[src/rtl/core/assert_macros.svh]
// Concurrent assertion helpers shared by the RTL.
`ifndef ASSERT_MACROS_SVH
`define ASSERT_MACROS_SVH

`ifndef SYNTHESIS
`define ASSERT_CLK(label, clk, rst_n, prop) \
	label: assert property (@(posedge clk) disable iff (!rst_n) (prop)) \
		else $error("assertion failed");
`define ASSERT_NEVER(label, clk, rst_n, expr) \
	label: assert property (@(posedge clk) disable iff (!rst_n) !(expr)) \
		else $error("forbidden condition seen");
`else
`define ASSERT_CLK(label, clk, rst_n, prop)
`define ASSERT_NEVER(label, clk, rst_n, expr)
`endif

`endif

[src/rtl/core/ps2sc_pkg.sv]
`timescale 1ns / 1ps
`default_nettype none

package ps2sc_pkg;

	localparam logic [7:0] SC_PFX_EXT   = 8'hE0;
	localparam logic [7:0] SC_PFX_PAUSE = 8'hE1;
	localparam logic [6:0] SC_LSHIFT    = 7'h2A;
	localparam logic [6:0] SC_RSHIFT    = 7'h36;
	localparam logic [6:0] SC_CTRL      = 7'h1D;
	localparam logic [6:0] SC_ENTER     = 7'h1C;
	localparam logic [6:0] SC_BACK      = 7'h0E;
	localparam logic [6:0] SC_CAPS      = 7'h3A;
	localparam logic [6:0] SC_KP_SLASH  = 7'h65;
	localparam logic [6:0] SC_ALT_BACK  = 7'h5B;
	localparam logic [6:0] SC_ALT_ENTER = 7'h5C;
	localparam logic [7:0] CTRL_MASK    = 8'h1F;
	localparam logic [7:0] CH_ESC       = 8'h1B;
	localparam logic [7:0] CH_BRACKET   = 8'h5B;
	localparam logic [7:0] CH_TILDE     = 8'h7E;
	localparam logic [7:0] CH_NEWLINE   = 8'h0A;
	localparam logic [7:0] CH_BACKSPACE = 8'h08;
	localparam logic [7:0] CASE_BIT     = 8'h20;
	localparam logic [2:0] PAUSE_SKIP   = 3'd2;
	localparam logic [2:0] RUN_MAX      = 3'd5;

	localparam logic [7:0] KEYMAP_PLAIN [128] = '{
		8'h00, 8'h1B, 8'h31, 8'h32, 8'h33, 8'h34, 8'h35, 8'h36,
		8'h37, 8'h38, 8'h39, 8'h30, 8'h2D, 8'h3D, 8'h00, 8'h09,
		8'h71, 8'h77, 8'h65, 8'h72, 8'h74, 8'h79, 8'h75, 8'h69,
		8'h6F, 8'h70, 8'h5B, 8'h5D, 8'h00, 8'h00, 8'h61, 8'h73,
		8'h64, 8'h66, 8'h67, 8'h68, 8'h6A, 8'h6B, 8'h6C, 8'h3B,
		8'h27, 8'h60, 8'h00, 8'h5C, 8'h7A, 8'h78, 8'h63, 8'h76,
		8'h62, 8'h6E, 8'h6D, 8'h2C, 8'h2E, 8'h2F, 8'h00, 8'h2A,
		8'h00, 8'h20, 8'h00, 8'h00, 8'h00, 8'h00, 8'h00, 8'h00,
		8'h00, 8'h00, 8'h00, 8'h00, 8'h00, 8'h00, 8'h00, 8'h00,
		8'h00, 8'h00, 8'h00, 8'h00, 8'h00, 8'h00, 8'h00, 8'h00,
		8'h1B, 8'h00, 8'h00, 8'h00, 8'h00, 8'h00, 8'h00, 8'h00,
		8'h00, 8'h00, 8'h00, 8'h0E, 8'h1C, 8'h00, 8'h00, 8'h00,
		8'h00, 8'h00, 8'h00, 8'h00, 8'h00, 8'h2F, 8'h00, 8'h00,
		8'h00, 8'h00, 8'h00, 8'h00, 8'h00, 8'h00, 8'h00, 8'h00,
		8'h00, 8'h00, 8'h00, 8'h00, 8'h00, 8'h00, 8'h00, 8'h00,
		8'h1E, 8'h1F, 8'h20, 8'h21, 8'h22, 8'h23, 8'h24, 8'h25
	};

	localparam logic [7:0] KEYMAP_SHIFT [128] = '{
		8'h00, 8'h1B, 8'h21, 8'h40, 8'h23, 8'h24, 8'h25, 8'h5E,
		8'h26, 8'h2A, 8'h28, 8'h29, 8'h5F, 8'h2B, 8'h00, 8'h09,
		8'h51, 8'h57, 8'h45, 8'h52, 8'h54, 8'h59, 8'h55, 8'h49,
		8'h4F, 8'h50, 8'h7B, 8'h7D, 8'h0A, 8'h00, 8'h41, 8'h53,
		8'h44, 8'h46, 8'h47, 8'h48, 8'h4A, 8'h4B, 8'h4C, 8'h3A,
		8'h22, 8'h7E, 8'h00, 8'h7C, 8'h5A, 8'h58, 8'h43, 8'h56,
		8'h42, 8'h4E, 8'h4D, 8'h3C, 8'h3E, 8'h3F, 8'h00, 8'h2A,
		8'h00, 8'h20, 8'h00, 8'h00, 8'h00, 8'h00, 8'h00, 8'h00,
		8'h00, 8'h00, 8'h00, 8'h00, 8'h00, 8'h00, 8'h00, 8'h00,
		8'h00, 8'h00, 8'h00, 8'h00, 8'h00, 8'h00, 8'h00, 8'h00,
		8'h1B, 8'h00, 8'h00, 8'h00, 8'h00, 8'h00, 8'h00, 8'h00,
		8'h00, 8'h00, 8'h00, 8'h08, 8'h0A, 8'h00, 8'h00, 8'h00,
		8'h00, 8'h00, 8'h00, 8'h00, 8'h00, 8'h2F, 8'h00, 8'h00,
		8'h00, 8'h00, 8'h00, 8'h00, 8'h00, 8'h00, 8'h00, 8'h00,
		8'h00, 8'h00, 8'h00, 8'h00, 8'h00, 8'h00, 8'h00, 8'h00,
		8'h1E, 8'h1F, 8'h20, 8'h21, 8'h22, 8'h23, 8'h24, 8'h25
	};

	typedef struct packed {
		logic       shift_held;
		logic       ctrl_held;
		logic       caps_on;
		logic       extended_pending;
		logic [1:0] pause_bytes_left;
	} kbd_state_t;

	// Entry 0 of a run is the key event, entries 1 to 4 are characters.
	typedef struct packed {
		logic            valid;
		logic [2:0]      len;
		logic [6:0]      key_code;
		logic            is_extended;
		logic            is_release;
		logic [3:0][7:0] chars;
	} run_t;

	typedef struct packed {
		logic       hit;
		logic       tilde;
		logic [7:0] final_char;
	} nav_seq_t;

	// The caps layouts follow from the plain and shift layouts by flipping
	// letter case, apart from a few shifted keys that keep their unshifted code and keypad slash, which gives 8'h3F.
	function automatic logic [7:0] keymap_lookup(input logic caps, input logic shift,
		input logic [6:0] code);
		logic [7:0] ch;
		ch = shift ? KEYMAP_SHIFT[code] : KEYMAP_PLAIN[code];
		if (caps) begin
			if (!shift) begin
				if (ch >= 8'h61 && ch <= 8'h7A) begin
					ch = ch ^ CASE_BIT;
				end
			end else begin
				if (ch >= 8'h41 && ch <= 8'h5A) begin
					ch = ch ^ CASE_BIT;
				end
				if (code == SC_ENTER) begin
					ch = 8'h00;
				end else if (code == SC_ALT_BACK) begin
					ch = KEYMAP_PLAIN[SC_ALT_BACK];
				end else if (code == SC_ALT_ENTER) begin
					ch = KEYMAP_PLAIN[SC_ALT_ENTER];
				end else if (code == SC_KP_SLASH) begin
					ch = 8'h3F;
				end
			end
		end
		return ch;
	endfunction

	function automatic nav_seq_t nav_lookup(input logic [7:0] b);
		nav_seq_t s;
		s = '0;
		case (b)
			8'h48: s = '{hit: 1'b1, tilde: 1'b0, final_char: 8'h41};
			8'h50: s = '{hit: 1'b1, tilde: 1'b0, final_char: 8'h42};
			8'h4B: s = '{hit: 1'b1, tilde: 1'b0, final_char: 8'h44};
			8'h4D: s = '{hit: 1'b1, tilde: 1'b0, final_char: 8'h43};
			8'h47: s = '{hit: 1'b1, tilde: 1'b0, final_char: 8'h48};
			8'h4F: s = '{hit: 1'b1, tilde: 1'b0, final_char: 8'h46};
			8'h49: s = '{hit: 1'b1, tilde: 1'b1, final_char: 8'h35};
			8'h51: s = '{hit: 1'b1, tilde: 1'b1, final_char: 8'h36};
			8'h52: s = '{hit: 1'b1, tilde: 1'b1, final_char: 8'h32};
			8'h53: s = '{hit: 1'b1, tilde: 1'b1, final_char: 8'h33};
			default: s = '0;
		endcase
		return s;
	endfunction

endpackage

`default_nettype wire

[src/rtl/core/ps2sc_xlate.sv]
`timescale 1ns / 1ps
`default_nettype none

module ps2sc_xlate
	import ps2sc_pkg::*;
(
	input  wire logic [7:0] scan_byte,
	input  wire kbd_state_t cur,
	output kbd_state_t      nxt,
	output run_t            run
);

	logic [6:0] code;
	logic       rel;
	logic [7:0] ch;
	logic [7:0] ch_masked;
	nav_seq_t   nav;

	assign code      = scan_byte[6:0];
	assign rel       = scan_byte[7];
	assign ch        = keymap_lookup(cur.caps_on, cur.shift_held, code);
	assign ch_masked = cur.ctrl_held ? (ch & CTRL_MASK) : ch;
	assign nav       = nav_lookup(scan_byte);

	always_comb begin
		nxt = cur;
		run = '0;
		if (cur.pause_bytes_left != 2'd0) begin
			nxt.pause_bytes_left = cur.pause_bytes_left - 2'd1;
		end else if (cur.extended_pending) begin
			nxt.extended_pending = 1'b0;
			run.valid            = 1'b1;
			run.len              = 3'd1;
			run.key_code         = code;
			run.is_extended      = 1'b1;
			run.is_release       = rel;
			if (nav.hit) begin
				run.chars[0] = CH_ESC;
				run.chars[1] = CH_BRACKET;
				run.chars[2] = nav.final_char;
				run.chars[3] = CH_TILDE;
				run.len      = nav.tilde ? 3'd5 : 3'd4;
			end
		end else if (scan_byte == SC_PFX_EXT) begin
			nxt.extended_pending = 1'b1;
		end else if (scan_byte == SC_PFX_PAUSE) begin
			nxt.pause_bytes_left = PAUSE_SKIP[1:0];
		end else begin
			run.valid    = 1'b1;
			run.len      = 3'd1;
			run.key_code = code;
			run.is_release = rel;
			if (rel) begin
				if (code == SC_LSHIFT || code == SC_RSHIFT) begin
					nxt.shift_held = 1'b0;
				end else if (code == SC_CTRL) begin
					nxt.ctrl_held = 1'b0;
				end
			end else if (ch != 8'h00) begin
				if (ch_masked != 8'h00) begin
					run.chars[0] = ch_masked;
					run.len      = 3'd2;
				end
			end else begin
				case (code)
					SC_ENTER: begin
						run.chars[0] = CH_NEWLINE;
						run.len      = 3'd2;
					end
					SC_BACK: begin
						run.chars[0] = CH_BACKSPACE;
						run.len      = 3'd2;
					end
					SC_LSHIFT, SC_RSHIFT: nxt.shift_held = 1'b1;
					SC_CTRL: nxt.ctrl_held = 1'b1;
					SC_CAPS: nxt.caps_on = ~cur.caps_on;
					default: ;
				endcase
			end
		end
	end

endmodule

`default_nettype wire

[src/rtl/core/ps2_scancode_to_ascii_unit.sv]
// Channel   Dir  Payload
// s_axis    in   tdata[7:0] scan_byte
// m_axis    out  tdata key event or character, tuser out_kind, tlast last_of_run
//
// A byte is taken into the input register and translated on the way into the
// run register; its results then leave at one beat per cycle while m_axis_tready
// is high. A further byte waits in the input register while a run drains on the
// single output port; the run register reloads as the last beat of its run leaves.
// Reset clears the keyboard state and both valid flags at once.
// While m_axis_tready is low the current beat holds and one more byte is buffered.
`timescale 1ns / 1ps
`default_nettype none
`include "assert_macros.svh"

module ps2_scancode_to_ascii_unit
	import ps2sc_pkg::*;
(
	input  wire logic        clk,
	input  wire logic        arst_n,
	input  wire logic        s_axis_tvalid,
	output logic             s_axis_tready,
	input  wire logic [7:0]  s_axis_tdata,  // [7:0] scan_byte
	output logic             m_axis_tvalid,
	input  wire logic        m_axis_tready,
	// [6:0] key_code, [7] is_extended, [8] is_release, [16:9] char_byte, [23:17] zero
	output logic [23:0]      m_axis_tdata,
	output logic             m_axis_tuser,  // [0] out_kind
	output logic             m_axis_tlast
);

	logic       valid_s1;
	logic [7:0] byte_s1;
	kbd_state_t state_q;
	kbd_state_t state_nxt;
	run_t       run_nxt;
	run_t       run_q;
	logic [2:0] idx_q;
	logic [1:0] char_sel;
	logic       out_beat;
	logic       run_free;
	logic       take_s1;

	ps2sc_xlate u_xlate (
		.scan_byte (byte_s1),
		.cur       (state_q),
		.nxt       (state_nxt),
		.run       (run_nxt)
	);

	assign out_beat      = m_axis_tvalid && m_axis_tready;
	assign run_free      = !run_q.valid || (out_beat && m_axis_tlast);
	assign take_s1       = valid_s1 && run_free;
	assign s_axis_tready = !valid_s1 || take_s1;

	always_ff @(posedge clk or negedge arst_n) begin
		if (!arst_n) begin
			valid_s1 <= 1'b0;
		end else if (s_axis_tready) begin
			valid_s1 <= s_axis_tvalid;
		end
	end

	always_ff @(posedge clk) begin
		if (s_axis_tvalid && s_axis_tready) begin
			byte_s1 <= s_axis_tdata;
		end
	end

	always_ff @(posedge clk or negedge arst_n) begin
		if (!arst_n) begin
			state_q <= '0;
			run_q   <= '0;
			idx_q   <= 3'd0;
		end else if (take_s1) begin
			state_q <= state_nxt;
			run_q   <= run_nxt;
			idx_q   <= 3'd0;
		end else if (out_beat) begin
			if (m_axis_tlast) begin
				run_q.valid <= 1'b0;
			end else begin
				idx_q <= idx_q + 3'd1;
			end
		end
	end

	assign char_sel      = 2'(idx_q - 3'd1);
	assign m_axis_tvalid = run_q.valid;
	assign m_axis_tuser  = (idx_q != 3'd0);
	assign m_axis_tlast  = (idx_q == run_q.len - 3'd1);

	always_comb begin
		if (idx_q == 3'd0) begin
			m_axis_tdata = {7'd0, 8'h00, run_q.is_release, run_q.is_extended,
				run_q.key_code};
		end else begin
			m_axis_tdata = {7'd0, run_q.chars[char_sel], 1'b0, 1'b0, 7'd0};
		end
	end

	`ASSERT_CLK(a_run_len, clk, arst_n, run_q.valid |-> (run_q.len != 3'd0 && run_q.len <= RUN_MAX))
	`ASSERT_CLK(a_idx_in_run, clk, arst_n, run_q.valid |-> (idx_q < run_q.len))
	`ASSERT_CLK(a_run_advance, clk, arst_n, (out_beat && !m_axis_tlast) |=> (run_q.valid && idx_q == $past(idx_q) + 3'd1))
	`ASSERT_NEVER(a_prefix_excl, clk, arst_n, state_q.extended_pending && state_q.pause_bytes_left != 2'd0)
	`ASSERT_NEVER(a_pause_range, clk, arst_n, state_q.pause_bytes_left == 2'd3)

endmodule

`default_nettype wire
[config.mk]
export PLATFORM = sky130hd
export DESIGN_NAME = ps2_scancode_to_ascii_unit
export DESIGN_NICKNAME = d
export VERILOG_FILES = /design/src/rtl/core/ps2sc_pkg.sv /design/src/rtl/core/ps2sc_xlate.sv /design/src/rtl/core/ps2_scancode_to_ascii_unit.sv
export VERILOG_INCLUDE_DIRS = /design/src /design/src/rtl/core
export SDC_FILE = /design/constraint.sdc
export NUM_CORES = 1
export LEC_CHECK = 0
export BUFFER_PORTS_ARGS = -buffer_cell sky130_fd_sc_hd__buf_2
export CORE_UTILIZATION = 59
export DETAILED_ROUTE_END_ITERATION = 6
export GPL_ROUTABILITY_DRIVEN = 0
export GPL_TIMING_DRIVEN = 0
export PLACE_DENSITY_LB_ADDON = 0.3
export SETUP_SLACK_MARGIN = 0.1
export SLEW_MARGIN = 20
export SYNTH_ARGS = -nofsm -noshare
export SYNTH_HDL_FRONTEND = slang
export SYNTH_HIERARCHICAL = 1
export SYNTH_SLANG_ARGS = --single-unit
[constraint.sdc]
create_clock -name clk -period 4.65 [get_ports clk]
set_input_delay 0.2325 -clock clk [delete_from_list [all_inputs] [get_ports clk]]
set_output_delay 0.2325 -clock clk [all_outputs]
set_load 0.02 [all_outputs]
Word level (Yosys, flattened, before mapping):

Memories as Yosys holds them, arrays and structs flattened.
Index checks and enable logic that the tools add are counted.

* flip-flop bits (word level): 63
* memory bits (read-only): 2048
* input port bits: 12
* output and inout bits: 28
* memories: 2

Memories
* (name not given): words 128, bits a word 8, read ports 1, clocked after memory_dff 0, wr ports 0, line ps2sc_pkg.sv:94 `ch = shift ? KEYMAP_SHIFT[code] : KEYMAP_PLAIN[code];`
* (name not given): words 128, bits a word 8, read ports 1, clocked after memory_dff 0, wr ports 0, line ps2sc_pkg.sv:94

* add/sub/neg operators: 4
* $lt $le $gt $ge: 6
* eq/ne operators: 28
* mux-type cells: 61
* bitwise gates (word level): 9
* reduce and logical (&&, ||, !) cells: 29

Operator list (number)
* $mux 8: 19
* $pmux 10 s10: 1
* $eq 8x7->1 const B: 10
* $mux 45: 1
* $mux 11: 3
* $mux 31: 1
* $reduce_and 8->1: 3
* $mux 23: 1
* $eq 7x6->1 const B: 3
* $eq 7x7->1 const B: 3
* $mux 3: 7
* $mux 17: 1
* $bmux 8 s2: 1
* $eq 8x8->1 const B: 2
* $ge 8x7->1 const B: 2
* $le 8x7->1 const B: 2
* $mux 1: 16
* $reduce_bool 8->1: 2
* $eq 7x5->1 const B: 2
* $mux 2: 7
* $mux 6: 2
* $reduce_bool 2->1: 5
* $ge 8x8->1 const B: 1
* $ne 2x1->1 const B: 4
* other kinds (18): 38

Logic depth before layout (Yosys ltp):

* depth in word-level cells: 24
* depth in mapped cells: 16
* mapped depth without buffers: 14

Modules after synthesis:

Netlist, hierarchy kept.

By module, submodules not included
* ps2_scancode_to_ascii_unit: times used 1, cells an instance 191, area an instance 3071.7 µm²
* ps2sc_xlate: times used 1, cells an instance 396, area an instance 2613.8 µm²

Worst setup path before layout:

Ideal clock, no wire load.

* path type: reg-to-reg
* start point: register byte_s1[0]
* end point: register run_q[3] (netlist bit)
* library setup time: 0.064 ns
* data arrival time: 3.758 ns
* setup slack: 0.828 ns
* stages on the path, launching flop included: 16
* period minus slack after synthesis: 3.822 ns
* cells stage by stage: edfxtp_1 -> buf_2 -> inv_1 -> ha_1 -> nor2b_1 -> o21ai_0 -> o311ai_1 -> o221ai_1 -> nand3_1 -> nor4_2 -> a211oi_2 -> or3b_4 -> a21oi_2 -> mux2_1 -> o31ai_2 -> mux2_4

RTL lines
* start, declared: line ps2_scancode_to_ascii_unit.sv:32 `logic [7:0] byte_s1;`
* start signal, assigned: line ps2_scancode_to_ascii_unit.sv:65 `byte_s1 <= s_axis_tdata;`
* end signal, assigned: line ps2_scancode_to_ascii_unit.sv:76 `run_q <= run_nxt;`
* end, declared: line ps2_scancode_to_ascii_unit.sv:36 `run_t run_q;`

==> run_summary.xml <==
<?xml version="1.0" encoding="UTF-8"?>
<metrics>
  <group name="status">
    <metric name="run_status" unit="">finished with violations</metric>
    <metric name="violations" unit="">design-rule violations</metric>
  </group>
  <group name="global_routing">
    <metric name="grt_overflow_total" unit="">0</metric>
    <metric name="number_of_global_route_vias_before_repair" unit="">4878</metric>
    <metric name="grt_use_total" unit="%">32.0</metric>
    <metric name="grt_max_degree" unit="">56</metric>
    <metric name="antenna_found_initial" unit="">0</metric>
    <metric name="grt_first_pass_wirelength" unit="mm">24.9</metric>
  </group>
  <group name="critical_path">
    <metric name="regToRegEndpoint" unit="">run_q[3]</metric>
    <metric name="critical_path.max_fanout" unit="">10</metric>
    <metric name="timing.critical_path.required" unit="ps">4930</metric>
    <metric name="setup.worst_path.end_class" unit="">flip-flop</metric>
    <metric name="worstSetupStartpointType" unit="">flip-flop</metric>
    <metric name="cp_num_buf_inv" unit="">2</metric>
    <metric name="arr_time_crit_path" unit="ps">4780</metric>
    <metric name="worst_path_dominant_cell_family" unit="">compound AO/OA/AOI/OAI gates</metric>
    <metric name="critical_path.cell_chain" unit="">clkinvlp_4 &gt; buf_4 &gt; ha_1 &gt; a2111oi_0 &gt; a41o_1 &gt; a311oi_1 &gt; o21ai_1 &gt; a21o_1 &gt; a211oi_2 &gt; or3b_4 &gt; a21oi_2 &gt; mux2_1 &gt; o31ai_2 &gt; mux2_4</metric>
    <metric name="worst-setup-path-type" unit="">reg2reg</metric>
    <metric name="reg2reg_from" unit="">byte_s1[1]</metric>
    <metric name="cp_slowest_stage_delay" unit="ps">620</metric>
    <metric name="worst_setup_path_startpoint" unit="">byte_s1[1]</metric>
    <metric name="regToRegSetupSlack" unit="ps">150</metric>
    <metric name="critPathSlowestCell" unit="">sky130_fd_sc_hd__edfxtp_1</metric>
    <metric name="reg2reg_depth" unit="">14</metric>
  </group>
  <group name="clock_network">
    <metric name="clk_root_buffer_cell" unit="">sky130_fd_sc_hd__clkbuf_8</metric>
    <metric name="cts_htree_levels" unit="">3</metric>
    <metric name="clkSlewWorstSetupHoldPaths" unit="ps">80</metric>
    <metric name="tritoncts" unit="">built</metric>
    <metric name="tritoncts_num_sinks" unit="">63</metric>
    <metric name="cts-root-to-sink-buffers" unit="">2</metric>
    <metric name="clock_insertion_delay_at_the_later_pin_of_the_skew_report" unit="ps">340</metric>
    <metric name="cts_made_buffers" unit="">9</metric>
  </group>
  <group name="floorplan">
    <metric name="io-pin-count" unit="">40</metric>
    <metric name="die_height" unit="um">100</metric>
    <metric name="initial_utilization" unit="%">61.2</metric>
    <metric name="floorplan.core_area" unit="um^2">9280</metric>
    <metric name="chipWidth" unit="um">100</metric>
    <metric name="overall_die_area" unit="um^2">10000</metric>
    <metric name="std_cell_rows" unit="">35</metric>
  </group>
  <group name="pwr">
    <metric name="cellLeakagePower" unit="nW">2.91</metric>
    <metric name="ir_worst_vdd" unit="uV">319</metric>
    <metric name="fin_total_pwr" unit="mW">3.30</metric>
    <metric name="power.density" unit="nW/um^2">522</metric>
  </group>
  <group name="timing">
    <metric name="fin_tns_setup" unit="ps">0</metric>
    <metric name="measured_slew_at_the_worst_slew_check_pin" unit="ps">718</metric>
    <metric name="period_share" unit="%">96.7</metric>
    <metric name="hold_violations_final" unit="">0</metric>
    <metric name="max-slew-margin-rel" unit="%">52.0</metric>
    <metric name="setup_repair_after_global_routing_missed_its_margin" unit="">no</metric>
    <metric name="worst_hold_slack" unit="ps">68.7</metric>
    <metric name="clock.fmax" unit="GHz">0.222</metric>
    <metric name="fin_skew" unit="ps">10.9</metric>
    <metric name="total_count_of_max_transition_violations_in_the_final_report" unit="">0</metric>
    <metric name="min_period" unit="ps">4500</metric>
    <metric name="final-setup-viol-count" unit="">0</metric>
  </group>
  <group name="drt">
    <metric name="ant_nets" unit="">0</metric>
    <metric name="wl" unit="mm">15.7</metric>
    <metric name="detail_route.vias_per_cell" unit="">6.39</metric>
    <metric name="route.detailed.wl_per_inst" unit="um">20.2</metric>
    <metric name="drc_violations_left" unit="">17</metric>
    <metric name="num_vias" unit="">4982</metric>
    <metric name="first_iter_violations" unit="">554</metric>
    <metric name="drt_first_pass_iters" unit="">7</metric>
  </group>
  <group name="logic_synthesis">
    <metric name="postSynth.asyncResetShare" unit="%">87.3</metric>
    <metric name="syn_inst" unit="">587</metric>
    <metric name="synth_most_common_cell" unit="">sky130_fd_sc_hd__dfrtp_1</metric>
    <metric name="avgSynthCellArea" unit="um^2">9.69</metric>
    <metric name="synth-edff-count" unit="">8</metric>
    <metric name="synth_top_area_share" unit="%">24.2</metric>
    <metric name="yosys_warnings" unit="">6</metric>
    <metric name="post_synth_main_area_contributors" unit="">sky130_fd_sc_hd__dfrtp_1, sky130_fd_sc_hd__mux2_4, sky130_fd_sc_hd__edfxtp_1</metric>
    <metric name="flop_and_latch_count_out_of_synthesis" unit="">63</metric>
    <metric name="post_synth_num_cell_types" unit="">95</metric>
    <metric name="synth-main-ff-cell" unit="">sky130_fd_sc_hd__dfrtp_1</metric>
    <metric name="synth_commonest_cells" unit="">sky130_fd_sc_hd__dfrtp_1, sky130_fd_sc_hd__mux2_4, sky130_fd_sc_hd__nand2_1, sky130_fd_sc_hd__a21oi_1, sky130_fd_sc_hd__nor2_1</metric>
    <metric name="synth_top_cell_by_area" unit="">sky130_fd_sc_hd__dfrtp_1</metric>
    <metric name="synth.yosys.seq_area_share" unit="%">28.4</metric>
    <metric name="post_synthesis_cell_area" unit="um^2">5690</metric>
  </group>
  <group name="worst_hold_path">
    <metric name="hold_path.class" unit="">in2reg</metric>
    <metric name="worst_min_delay_path_endpoint" unit="">byte_s1[3]</metric>
    <metric name="min_from" unit="">s_axis_tdata[3]</metric>
    <metric name="whs_path_depth" unit="">1</metric>
  </group>
  <group name="cells_and_area">
    <metric name="final_cell_area" unit="um^2">6310</metric>
    <metric name="n_antenna_cell" unit="">0</metric>
    <metric name="drive_gt1_share" unit="%">31.2</metric>
    <metric name="fillCellCount" unit="">751</metric>
    <metric name="num-nets-final" unit="">673</metric>
    <metric name="layout_area_growth_over_synthesis" unit="%">11.0</metric>
  </group>
  <group name="place">
    <metric name="place.detailed.hpwl" unit="mm">11.2</metric>
    <metric name="port_buffers" unit="">31</metric>
    <metric name="cell_area_placed" unit="um^2">6050</metric>
  </group>
  <group name="job">
    <metric name="maxCapViolations" unit="">0</metric>
  </group>
</metrics>
final cells by class:
type	count	area [um^2]	share of cell area [%]
well taps	129	161	2.56
plain buffers	70	489	7.75
multi-input cells	446	3580	56.7
inverters	20	78.8	1.25
clock inverters	6	42.5	0.674
flip-flops and latches	63	1620	25.6
repair buffers	36	198	3.13
clock buffers	10	149	2.36
routing by layer:
layer | vias up | routed length [um] | GRT usage [%] | share of wire [%]
li1 | 2237 | - | - | -
met1 | 2290 | 6090 | 39.2 | 39
met2 | 353 | 7340 | 52.6 | 47
met3 | 102 | 1500 | 7.66 | 9.5
met4 | 0 | 820 | 16.3 | 5.2
met5 | - | 0 | 0 | 0
how the worst max path moves through the flow:
stage	cells past startpoint	slack (ps)	end
global placement	14	-80	run_q[3]
global route	14	110	run_q[3]
detailed placement	14	-100	run_q[3]
floorplan	15	830	run_q[3]
CTS	14	180	run_q[3]
finish	14	150	run_q[3]
worst register-to-register path: stages (launching register included):
cell,delay [ps]
sky130_fd_sc_hd__edfxtp_1,620
sky130_fd_sc_hd__clkinvlp_4,290
sky130_fd_sc_hd__buf_4,230
sky130_fd_sc_hd__ha_1,290
sky130_fd_sc_hd__a2111oi_0,580
sky130_fd_sc_hd__a41o_1,180
sky130_fd_sc_hd__a311oi_1,50
sky130_fd_sc_hd__o21ai_1,470
sky130_fd_sc_hd__a21o_1,200
sky130_fd_sc_hd__a211oi_2,80
sky130_fd_sc_hd__or3b_4,450
sky130_fd_sc_hd__a21oi_2,210
sky130_fd_sc_hd__mux2_1,370
sky130_fd_sc_hd__o31ai_2,240
sky130_fd_sc_hd__mux2_4,170
cells in the final DEF (no fill, tap or decap), drive strengths merged, types with 4 or more instances in the layout:
cell type,Yosys,layout
a22o,5,5
inv,19,19
nand3,10,10
edfxtp,8,8
a211oi,8,8
conb,2,14
a21oi,35,35
and2,22,22
mux4,9,9
clkbuf,12,22
nand2b,10,10
nor4,6,6
ha,15,15
nand2,35,35
o221ai,7,7
nor2b,26,26
nor3,10,10
a211o,4,4
o211ai,6,6
o21ai,34,34
clkinv,1,4
xnor2,4,4
nor2,34,34
dfrtp,55,55
nor3b,5,5
buf,58,93
mux2i,7,7
o31ai,5,5
mux2,55,55
a31oi,9,9
nand4,9,9
metrics by stage:
| stage | setup slack [ps] | instances | util, % |
|---|---|---|---|
| 2_1_floorplan | 828 | 599 | - |
| 3_3_place_gp | -78.0 | 759 | 65.1 |
| 3_5_place_dp | -98.7 | 759 | 65.2 |
| 4_1_cts | 185 | 777 | 67.5 |
| 5_1_grt | 114 | 780 | 68.0 |
| 6_report | 152 | 780 | 68.0 |
power by group:
part	leakage (nW)	switching, mW	internal, mW	total (mW)
Clock	0.0938	0.231	0.227	0.457
Sequential	0.780	0.118	0.706	0.824
Combinational	2.04	1.12	0.894	2.02
registers in the layout, summed over array words and instances (netlist names):
name / count
valid_s1: 1
run_q: 44
m_axis_tvalid: 1
state_q: 6
idx_q: 3
byte_s1: 8
kinds of logic (layout without fill, tap and decap cells):
family / after synthesis / count (layout) / synth area share (%)
AO/OA/AOI/OAI: 150 / 150 / 18.9
XOR/XNOR: 6 / 6 / 1.21
adder cells (fa/ha/maj): 15 / 15 / 3.30
buffers and inverters: 90 / 142 / 9.93
flip-flops: 63 / 63 / 28.4
multiplexers: 71 / 71 / 19.1
other: 2 / 14 / 0.132
AND/OR/NAND/NOR: 190 / 190 / 19.0
repair_timing:
action,4_1_cts,5_1_grt
gates resized for setup,2,4
hold buffers,1,0
endpoints found under the hold margin,55,0
pin swaps,0,0
buffers inserted,1,3
endpoints found under the setup margin,6,7
No activity file was read; power rests on OpenSTA's default activity.
